## src/bvi_pkg.sv

```systemverilog
package bvi_pkg;

  localparam int unsigned WordW = 32;
  localparam int unsigned ByteW = 8;
  localparam int unsigned CfgIdxW = 3;

  localparam logic [WordW-1:0] CrcPoly = 32'hEDB8_8320;
  localparam logic [WordW-1:0] CrcOnes = 32'hFFFF_FFFF;
  localparam logic [WordW-1:0] MinImage = 32'd8;
  localparam logic [WordW-1:0] MaxSizeReset = 32'd8;
  localparam logic [WordW-1:0] StackLowReset = 32'h2000_0000;
  localparam logic [WordW-1:0] StackHighReset = 32'h2002_0000;
  localparam logic [3:0] CaptureBytes = 4'd8;

  typedef enum logic [2:0] {
    StOk      = 3'd0,
    StMagic   = 3'd1,
    StVersion = 3'd2,
    StVector  = 3'd3,
    StSize    = 3'd4,
    StStack   = 3'd5,
    StReset   = 3'd6,
    StCrc     = 3'd7
  } status_e;

  typedef enum logic [CfgIdxW-1:0] {
    CfgMagic     = 3'd0,
    CfgVersion   = 3'd1,
    CfgVectBase  = 3'd2,
    CfgMaxSize   = 3'd3,
    CfgStackLow  = 3'd4,
    CfgStackHigh = 3'd5
  } cfg_idx_e;

  typedef struct packed {
    logic [WordW-1:0] magic;
    logic [WordW-1:0] version;
    logic [WordW-1:0] vect_base;
    logic [WordW-1:0] max_size;
    logic [WordW-1:0] stack_low;
    logic [WordW-1:0] stack_high;
  } cfg_t;

  typedef struct packed {
    status_e          status;
    logic [WordW-1:0] crc;
  } res_t;

  function automatic logic [WordW-1:0] crc_byte(input logic [WordW-1:0] crc_in,
                                                input logic [ByteW-1:0] data);
    logic [WordW-1:0] crc;
    crc = crc_in ^ {{(WordW-ByteW){1'b0}}, data};
    for (int b = 0; b < ByteW; b++) begin
      crc = (crc >> 1) ^ (crc[0] ? CrcPoly : '0);
    end
    return crc;
  endfunction

endpackage

```

## src/boot_image_validator.sv

```systemverilog
// Checks a firmware image header against the configured magic, version, vector
// base and size limit, then runs the image bytes through a reflected CRC-32 and
// checks the initial stack pointer and reset vector taken from the first eight
// bytes. One transaction is taken per cycle, headers and data bytes alike; its
// result, if any, is registered in the output buffer. The CRC is updated a whole
// byte per cycle, and a two-entry output buffer lets the input keep flowing while
// one result waits; input stalls only while both entries are occupied.
// Configuration is written through a plain write port.
module boot_image_validator (
  input  logic                        clk_i,
  input  logic                        rst_ni,
  input  logic                        cfg_we_i,
  input  logic [bvi_pkg::CfgIdxW-1:0] cfg_idx_i,
  input  logic [bvi_pkg::WordW-1:0]   cfg_data_i,
  input  logic                        in_valid_i,
  output logic                        in_stall_o,
  input  logic                        kind_i,
  input  logic [bvi_pkg::WordW-1:0]   magic_i,
  input  logic [bvi_pkg::WordW-1:0]   header_version_i,
  input  logic [bvi_pkg::WordW-1:0]   vector_base_i,
  input  logic [bvi_pkg::WordW-1:0]   image_length_i,
  input  logic [bvi_pkg::WordW-1:0]   expected_crc_i,
  input  logic [bvi_pkg::ByteW-1:0]   data_byte_i,
  output logic                        out_valid_o,
  input  logic                        out_stall_i,
  output logic [2:0]                  status_o,
  output logic [bvi_pkg::WordW-1:0]   image_crc_o
);

  bvi_pkg::cfg_t cfg;
  bvi_pkg::res_t res;
  bvi_pkg::res_t out_res;
  logic          res_valid;
  logic          accept;
  logic          buf_full;

  assign in_stall_o = buf_full;
  assign accept     = in_valid_i && !buf_full;

  bvi_cfg u_cfg (
    .clk_i      (clk_i),
    .rst_ni     (rst_ni),
    .cfg_we_i   (cfg_we_i),
    .cfg_idx_i  (cfg_idx_i),
    .cfg_data_i (cfg_data_i),
    .cfg_o      (cfg)
  );

  bvi_engine u_engine (
    .clk_i            (clk_i),
    .rst_ni           (rst_ni),
    .accept_i         (accept),
    .kind_i           (kind_i),
    .magic_i          (magic_i),
    .header_version_i (header_version_i),
    .vector_base_i    (vector_base_i),
    .image_length_i   (image_length_i),
    .expected_crc_i   (expected_crc_i),
    .data_byte_i      (data_byte_i),
    .cfg_i            (cfg),
    .res_valid_o      (res_valid),
    .res_o            (res)
  );

  bvi_outbuf u_outbuf (
    .clk_i       (clk_i),
    .rst_ni      (rst_ni),
    .res_valid_i (res_valid),
    .res_i       (res),
    .full_o      (buf_full),
    .out_valid_o (out_valid_o),
    .out_stall_i (out_stall_i),
    .out_o       (out_res)
  );

  assign status_o    = out_res.status;
  assign image_crc_o = out_res.crc;

`ifndef ASSERT_OFF
  a_no_result_when_full: assert property (@(posedge clk_i) disable iff (!rst_ni)
    in_stall_o |-> !res_valid)
    else $error("result produced while output buffer is full");

  a_full_implies_out_valid: assert property (@(posedge clk_i) disable iff (!rst_ni)
    in_stall_o |-> out_valid_o)
    else $error("buffer entry held without a pending output");

  a_crc_only_ok_or_mismatch: assert property (@(posedge clk_i) disable iff (!rst_ni)
    (out_valid_o && status_o != bvi_pkg::StOk && status_o != bvi_pkg::StCrc)
      |-> image_crc_o == '0)
    else $error("nonzero CRC reported with a header or vector failure");

  a_result_reaches_output: assert property (@(posedge clk_i) disable iff (!rst_ni)
    res_valid |=> out_valid_o)
    else $error("result lost between engine and output");
`endif

endmodule

```

## src/bvi_cfg.sv

```systemverilog
module bvi_cfg (
  input  logic                          clk_i,
  input  logic                          rst_ni,
  input  logic                          cfg_we_i,
  input  logic [bvi_pkg::CfgIdxW-1:0]   cfg_idx_i,
  input  logic [bvi_pkg::WordW-1:0]     cfg_data_i,
  output bvi_pkg::cfg_t                 cfg_o
);

  bvi_pkg::cfg_t cfg_q, cfg_d;

  always_comb begin
    cfg_d = cfg_q;
    if (cfg_we_i) begin
      case (bvi_pkg::cfg_idx_e'(cfg_idx_i))
        bvi_pkg::CfgMagic:     cfg_d.magic = cfg_data_i;
        bvi_pkg::CfgVersion:   cfg_d.version = cfg_data_i;
        bvi_pkg::CfgVectBase:  cfg_d.vect_base = cfg_data_i;
        bvi_pkg::CfgMaxSize:   cfg_d.max_size = cfg_data_i;
        bvi_pkg::CfgStackLow:  cfg_d.stack_low = cfg_data_i;
        bvi_pkg::CfgStackHigh: cfg_d.stack_high = cfg_data_i;
        default: ;
      endcase
    end
  end

  always_ff @(posedge clk_i or negedge rst_ni) begin
    if (!rst_ni) begin
      cfg_q.magic      <= '0;
      cfg_q.version    <= '0;
      cfg_q.vect_base  <= '0;
      cfg_q.max_size   <= bvi_pkg::MaxSizeReset;
      cfg_q.stack_low  <= bvi_pkg::StackLowReset;
      cfg_q.stack_high <= bvi_pkg::StackHighReset;
    end else begin
      cfg_q <= cfg_d;
    end
  end

  assign cfg_o = cfg_q;

endmodule

```

## src/bvi_engine.sv

```systemverilog
module bvi_engine (
  input  logic                        clk_i,
  input  logic                        rst_ni,
  input  logic                        accept_i,
  input  logic                        kind_i,
  input  logic [bvi_pkg::WordW-1:0]   magic_i,
  input  logic [bvi_pkg::WordW-1:0]   header_version_i,
  input  logic [bvi_pkg::WordW-1:0]   vector_base_i,
  input  logic [bvi_pkg::WordW-1:0]   image_length_i,
  input  logic [bvi_pkg::WordW-1:0]   expected_crc_i,
  input  logic [bvi_pkg::ByteW-1:0]   data_byte_i,
  input  bvi_pkg::cfg_t               cfg_i,
  output logic                        res_valid_o,
  output bvi_pkg::res_t               res_o
);

  logic                       armed_q, armed_d;
  logic [bvi_pkg::WordW-1:0]  left_q, left_d;
  logic [3:0]                 pos_q, pos_d;
  logic [bvi_pkg::WordW-1:0]  crc_q, crc_d;
  logic [bvi_pkg::WordW-1:0]  base_q, base_d;
  logic [bvi_pkg::WordW-1:0]  end_q, end_d;
  logic [bvi_pkg::WordW-1:0]  hcrc_q, hcrc_d;
  logic [2*bvi_pkg::WordW-1:0] words_q, words_d;

  logic [bvi_pkg::WordW-1:0]  crc_next;
  logic [bvi_pkg::WordW-1:0]  msp;
  logic [bvi_pkg::WordW-1:0]  rv;
  logic [bvi_pkg::WordW-1:0]  pc;
  logic [bvi_pkg::WordW-1:0]  actual;

  assign crc_next = bvi_pkg::crc_byte(crc_q, data_byte_i);

  always_comb begin
    armed_d = armed_q;
    left_d  = left_q;
    pos_d   = pos_q;
    crc_d   = crc_q;
    base_d  = base_q;
    end_d   = end_q;
    hcrc_d  = hcrc_q;
    words_d = words_q;
    res_valid_o = 1'b0;
    res_o.status = bvi_pkg::StOk;
    res_o.crc = '0;
    msp = '0;
    rv = '0;
    pc = '0;
    actual = ~crc_next;

    if (accept_i && !kind_i) begin
      armed_d = 1'b0;
      res_valid_o = 1'b1;
      if (magic_i != cfg_i.magic) begin
        res_o.status = bvi_pkg::StMagic;
      end else if (header_version_i != cfg_i.version) begin
        res_o.status = bvi_pkg::StVersion;
      end else if (vector_base_i != cfg_i.vect_base) begin
        res_o.status = bvi_pkg::StVector;
      end else if (image_length_i < bvi_pkg::MinImage || image_length_i > cfg_i.max_size) begin
        res_o.status = bvi_pkg::StSize;
      end else begin
        res_valid_o = 1'b0;
        armed_d = 1'b1;
        left_d  = image_length_i;
        pos_d   = '0;
        crc_d   = bvi_pkg::CrcOnes;
        base_d  = vector_base_i;
        end_d   = vector_base_i + image_length_i;
        hcrc_d  = expected_crc_i;
        words_d = '0;
      end
    end else if (accept_i && kind_i && armed_q) begin
      crc_d = crc_next;
      if (pos_q < bvi_pkg::CaptureBytes) begin
        words_d[pos_q[2:0]*bvi_pkg::ByteW +: bvi_pkg::ByteW] = data_byte_i;
        pos_d = pos_q + 4'd1;
      end
      left_d = left_q - bvi_pkg::WordW'(1);
      msp = words_d[bvi_pkg::WordW-1:0];
      rv  = words_d[2*bvi_pkg::WordW-1:bvi_pkg::WordW];
      pc  = {rv[bvi_pkg::WordW-1:1], 1'b0};
      if (left_q == bvi_pkg::WordW'(1)) begin
        armed_d = 1'b0;
        res_valid_o = 1'b1;
        if (msp < cfg_i.stack_low || msp > cfg_i.stack_high) begin
          res_o.status = bvi_pkg::StStack;
        end else if (!rv[0] || pc < base_q || pc >= end_q) begin
          res_o.status = bvi_pkg::StReset;
        end else if (actual != hcrc_q) begin
          res_o.status = bvi_pkg::StCrc;
          res_o.crc = actual;
        end else begin
          res_o.status = bvi_pkg::StOk;
          res_o.crc = actual;
        end
      end
    end
  end

  always_ff @(posedge clk_i or negedge rst_ni) begin
    if (!rst_ni) begin
      armed_q <= 1'b0;
      left_q  <= '0;
      pos_q   <= '0;
      crc_q   <= bvi_pkg::CrcOnes;
    end else begin
      armed_q <= armed_d;
      left_q  <= left_d;
      pos_q   <= pos_d;
      crc_q   <= crc_d;
    end
  end

  always_ff @(posedge clk_i) begin
    base_q  <= base_d;
    end_q   <= end_d;
    hcrc_q  <= hcrc_d;
    words_q <= words_d;
  end

endmodule

```

## src/bvi_outbuf.sv

```systemverilog
module bvi_outbuf (
  input  logic          clk_i,
  input  logic          rst_ni,
  input  logic          res_valid_i,
  input  bvi_pkg::res_t res_i,
  output logic          full_o,
  output logic          out_valid_o,
  input  logic          out_stall_i,
  output bvi_pkg::res_t out_o
);

  logic          out_valid_q, out_valid_d;
  logic          skid_valid_q, skid_valid_d;
  bvi_pkg::res_t out_q, out_d;
  bvi_pkg::res_t skid_q, skid_d;
  logic          out_free;

  assign out_free = !out_valid_q || !out_stall_i;

  always_comb begin
    out_valid_d  = out_valid_q;
    skid_valid_d = skid_valid_q;
    out_d  = out_q;
    skid_d = skid_q;
    if (out_free) begin
      out_valid_d  = skid_valid_q || res_valid_i;
      out_d        = skid_valid_q ? skid_q : res_i;
      skid_valid_d = 1'b0;
    end else if (res_valid_i) begin
      skid_valid_d = 1'b1;
      skid_d       = res_i;
    end
  end

  always_ff @(posedge clk_i or negedge rst_ni) begin
    if (!rst_ni) begin
      out_valid_q  <= 1'b0;
      skid_valid_q <= 1'b0;
    end else begin
      out_valid_q  <= out_valid_d;
      skid_valid_q <= skid_valid_d;
    end
  end

  always_ff @(posedge clk_i) begin
    out_q  <= out_d;
    skid_q <= skid_d;
  end

  assign full_o      = skid_valid_q;
  assign out_valid_o = out_valid_q;
  assign out_o       = out_q;

endmodule
```

## config.mk

```make
export PLATFORM = sky130hd
export DESIGN_NAME = boot_image_validator
export DESIGN_NICKNAME = d
export VERILOG_FILES = /design/src/bvi_pkg.sv /design/src/boot_image_validator.sv /design/src/bvi_cfg.sv /design/src/bvi_engine.sv /design/src/bvi_outbuf.sv
export SDC_FILE = /design/constraint.sdc
export NUM_CORES = 1
export LEC_CHECK = 0
export BUFFER_PORTS_ARGS = -buffer_cell sky130_fd_sc_hd__clkbuf_2
export CAP_MARGIN = 40
export CORE_MARGIN = 4
export CORE_UTILIZATION = 50
export CTS_CLUSTER_DIAMETER = 80
export CTS_CLUSTER_SIZE = 8
export DETAILED_ROUTE_END_ITERATION = 7
export PLACE_DENSITY = 0.69
export SYNTH_ARGS = -nofsm -noshare
export SYNTH_HDL_FRONTEND = slang
export SYNTH_SLANG_ARGS = --single-unit
```

## constraint.sdc

```tcl
create_clock -name clk_i -period 7.4 [get_ports clk_i]
set_clock_uncertainty 0.1 [all_clocks]
set_input_delay 1.11 -clock clk_i [delete_from_list [all_inputs] [get_ports clk_i]]
set_output_delay 1.11 -clock clk_i [all_outputs]
set_load 0.01 [all_outputs]
```

==> qor.txt <==
WL final: 85100 µm
TritonCTS clock tree: built
Buffers on Ports: 245
Rel. slew slack: 36.6%
maximum root-to-sink buffer count: 3
gate count of the mapped netlist: 2568
Tcrit/Tclk final: 79.2%
Routed WL per cell: 23.5 µm
Min-Delay Path Class: reg -> reg
GRT Util Overall: 27.8%
final setup fails: 0
layout cells sized above 1: 21.7%
# nets final: 3235
Hold Fails Final Rpt: 0
max-slew violation count: 0
critical path arrival: 6200 ps
crit-path cells: inv_1 -> ha_1 -> ha_1 -> nor3_1 -> nand4bb_1 -> mux2_2 -> ha_1 -> nor2b_1 -> o211ai_1 -> a31oi_1 -> or4_1 -> a21oi_1 -> o21ai_1 -> or3_1 -> or4_2 -> buf_4 -> o21ai_1
post-CTS resize count: 0
drt pass-1 iters: 5
initial antenna violation count: 10
routability cong.: 0.947
worst-skew pair later-pin latency: 610 ps
Clock transition at path regs: 60 ps
largest net degree at the start of global routing: 145
top cells by area, synth: edfxtp_1 25%, dfrtp_1 20%, ha_1 8.8%
startpoint types: flop
# rows: 86
Finished Cell Area: 32400 µm²
critical-path maximum fanout: 64
maxcap violations: 0
clock sinks: 493
chip width: 245 µm
Num CTS Buffers: 71
area grow syn2layout: 15.1%
Power Total: 7.66 mW
Peak VDD IR: 0.168 mV
worst path required time: 7740 ps
top cell type by total area after synthesis: edfxtp_1
IO Pins: 246
sequential fraction of the synthesis area: 48.1%
fmax: 171 MHz
Netlist cell types: 78
Die Y: 245 µm
H-Tree Depth: 3
pwr/cell area: 237 nW/µm²
DRC viols: 0
cts hold-fix bufs: 0
antenna viol nets, final: 0
hold_ws: 365 ps
initial drt markers: 2208
crit path time final: 5860 ps
via density per instance: 5.86
slowest CP cell: or4_2
Post-Syn Nets: 2975
Area after DPL: 30300 µm²
outcome: complete, no violations
Final WS setup: 1540 ps
Setup crit end kind: flop
critical path's most frequent cell: ha_1
area share of the largest cell type after synthesis: 24.6%
die area: 60100 µm²
vias in the first global route: 20900
Core Area: 55400 µm²
grt ovf: 0
syn avg cell area: 11.0 µm²
Ys Warns: 0
Post-synth EDFFs: 230
Synth Flop Type: edfxtp_1
worst slew pin tran: 950 ps
Seq cells post-synth: 493
worst slack at placement: 1620 ps
area of the mapped netlist: 28100 µm²
Setup CP Type: reg -> reg
RSZ-0062 raised after global routing: false
Initial Utilization: 50.8%
DP HPWL: 63100 µm
first-pass GRT wire length: 127000 µm
Via Count: 21200
fraction of registers with async set/reset: 53.3%
clk root buf: clkbuf_16
Setup Fix Bufs, Post-CTS: 0
static leakage: 14.0 nW
post-route setup TNS: 0 ps
worst stage delay on the critical path: 640 ps
==> per-stage QoR <==
step | std cells | util [%]
6_report | 3625 | 58.4
5_1_grt | 3625 | 58.4
4_1_cts | 3624 | 58.4
3_5_place_dp | 3503 | 54.7
3_3_place_gp | 3499 | 54.5
2_1_floorplan | 2568 | -
==> registers in the layout, summed over array words and instances (netlist names) <==
signal	count
u_cfg.cfg_o	192
u_engine.armed_q	1
u_engine.base_q	32
u_engine.crc_q	32
u_engine.end_q	32
u_engine.hcrc_q	32
u_engine.left_q	32
u_engine.pos_q	4
u_engine.words_q	64
u_outbuf.full_o	1
u_outbuf.out_o	35
u_outbuf.out_valid_o	1
u_outbuf.skid_q	35
==> Yosys cell counts (36+ instances only) <==
cell type and number:
inv_1 203, edfxtp_1 230, nand4_1 50, mux2_2 198, a21oi_1 144, ha_1 197, xnor2_1 135, xor2_1 60
dfstp_2 36, dfrtp_1 227, nand3_1 47, a21o_1 46, and2_1 86, clkbuf_1 69, nor2_1 147, nor3_1 63
o21ai_1 39, nand2_1 169, o21ai_0 103
==> worst paths after layout <==
| kind | from | to | slack, ps | cells after the start |
|---|---|---|---|---|
| worst min register to register | u_engine.crc_q[12] | u_engine.crc_q[12] | 360 | 2 |
| worst max-delay path | u_engine.pos_q[0] | u_outbuf.out_o[3] | 1540 | 17 |
| worst min-delay path | u_engine.crc_q[12] | u_engine.crc_q[12] | 360 | 2 |
| min in group asynchronous | rst_ni | u_cfg.cfg_o[146] | 510 | 1 |
| worst max register to register | u_engine.pos_q[0] | u_outbuf.out_o[3] | 1540 | 17 |
| max in group asynchronous | rst_ni | u_engine.left_q[11] | 5320 | 2 |
==> worst max-delay path, delay by kind of cell, from the launching register on <==
kind	cells	cell delay [ps]
and+or+nand+nor	6	2460
adders and majority gates	3	790
AOI/OAI and AO/OA	5	730
DFF	1	560
muxes	1	500
buffers and inverters	2	490
==> routing by layer <==
layer	track usage (%)	part of all wire, %	wire length [µm]	vias to the layer above
met2	41.6	44	37200	942
met1	40.1	44	37400	10400
li1	-	-	-	9705
met3	6.74	9.3	7900	165
met5	0	0.014	12	-
met4	9.18	3.1	2650	2
==> kinds of logic (layout without fill, tap and decap cells) <==
logic type	count (synthesis)	in the layout	synth area share [%]
AND/OR/NAND/NOR	690	690	12.3
XOR/XNOR	226	226	8.52
buffers and inverters	289	597	3.91
multiplexers	204	204	8.14
adder cells (fa/ha/maj)	198	198	8.84
other	0	1	0
AO/OA/AOI/OAI	468	468	10.1
flip-flops	493	493	48.1
==> layout make-up <==
cell class / instances / area [µm²]
Fill cell: 4567 / 23100
Multi-Input combinational cell: 1786 / 13600
Sequential cell: 493 / 13500
Clock buffer: 115 / 1950
Timing Repair Buffer: 273 / 1530
Tap cell: 748 / 936
Inverter: 203 / 762
Clock inverter: 6 / 93.8
Antenna cell: 1 / 2.50
==> report_power, final <==
| group | internal [mW] | switching (mW) |
|---|---|---|
| Combinational | 0.592 | 0.742 |
| Clock | 1.80 | 1.23 |
| Sequential | 3.15 | 0.146 |
==> placed cells by master (no fill, tap or decap), types with 11 or more instances in the layout <==
cell         n
clkbuf_16   71
a21oi_1    143
o21ai_0    103
buf_4       22
xor2_1      60
inv_1      202
a21o_1      46
clkbuf_1    43
o211ai_1    25
nor4_1      32
nor2_1     146
o22a_1      11
dfrtp_1    227
a31oi_1     22
nor2b_1     19
dfstp_2     36
nand3_1     45
clkbuf_2   244
nor3_1      61
nand2_1    168
o21ai_1     39
xnor3_1     17
xnor2_1    135
and2_1      85
mux2_2     198
ha_1       197
edfxtp_1   230
nand4_1     50
Power figures use the tool's default switching activity.
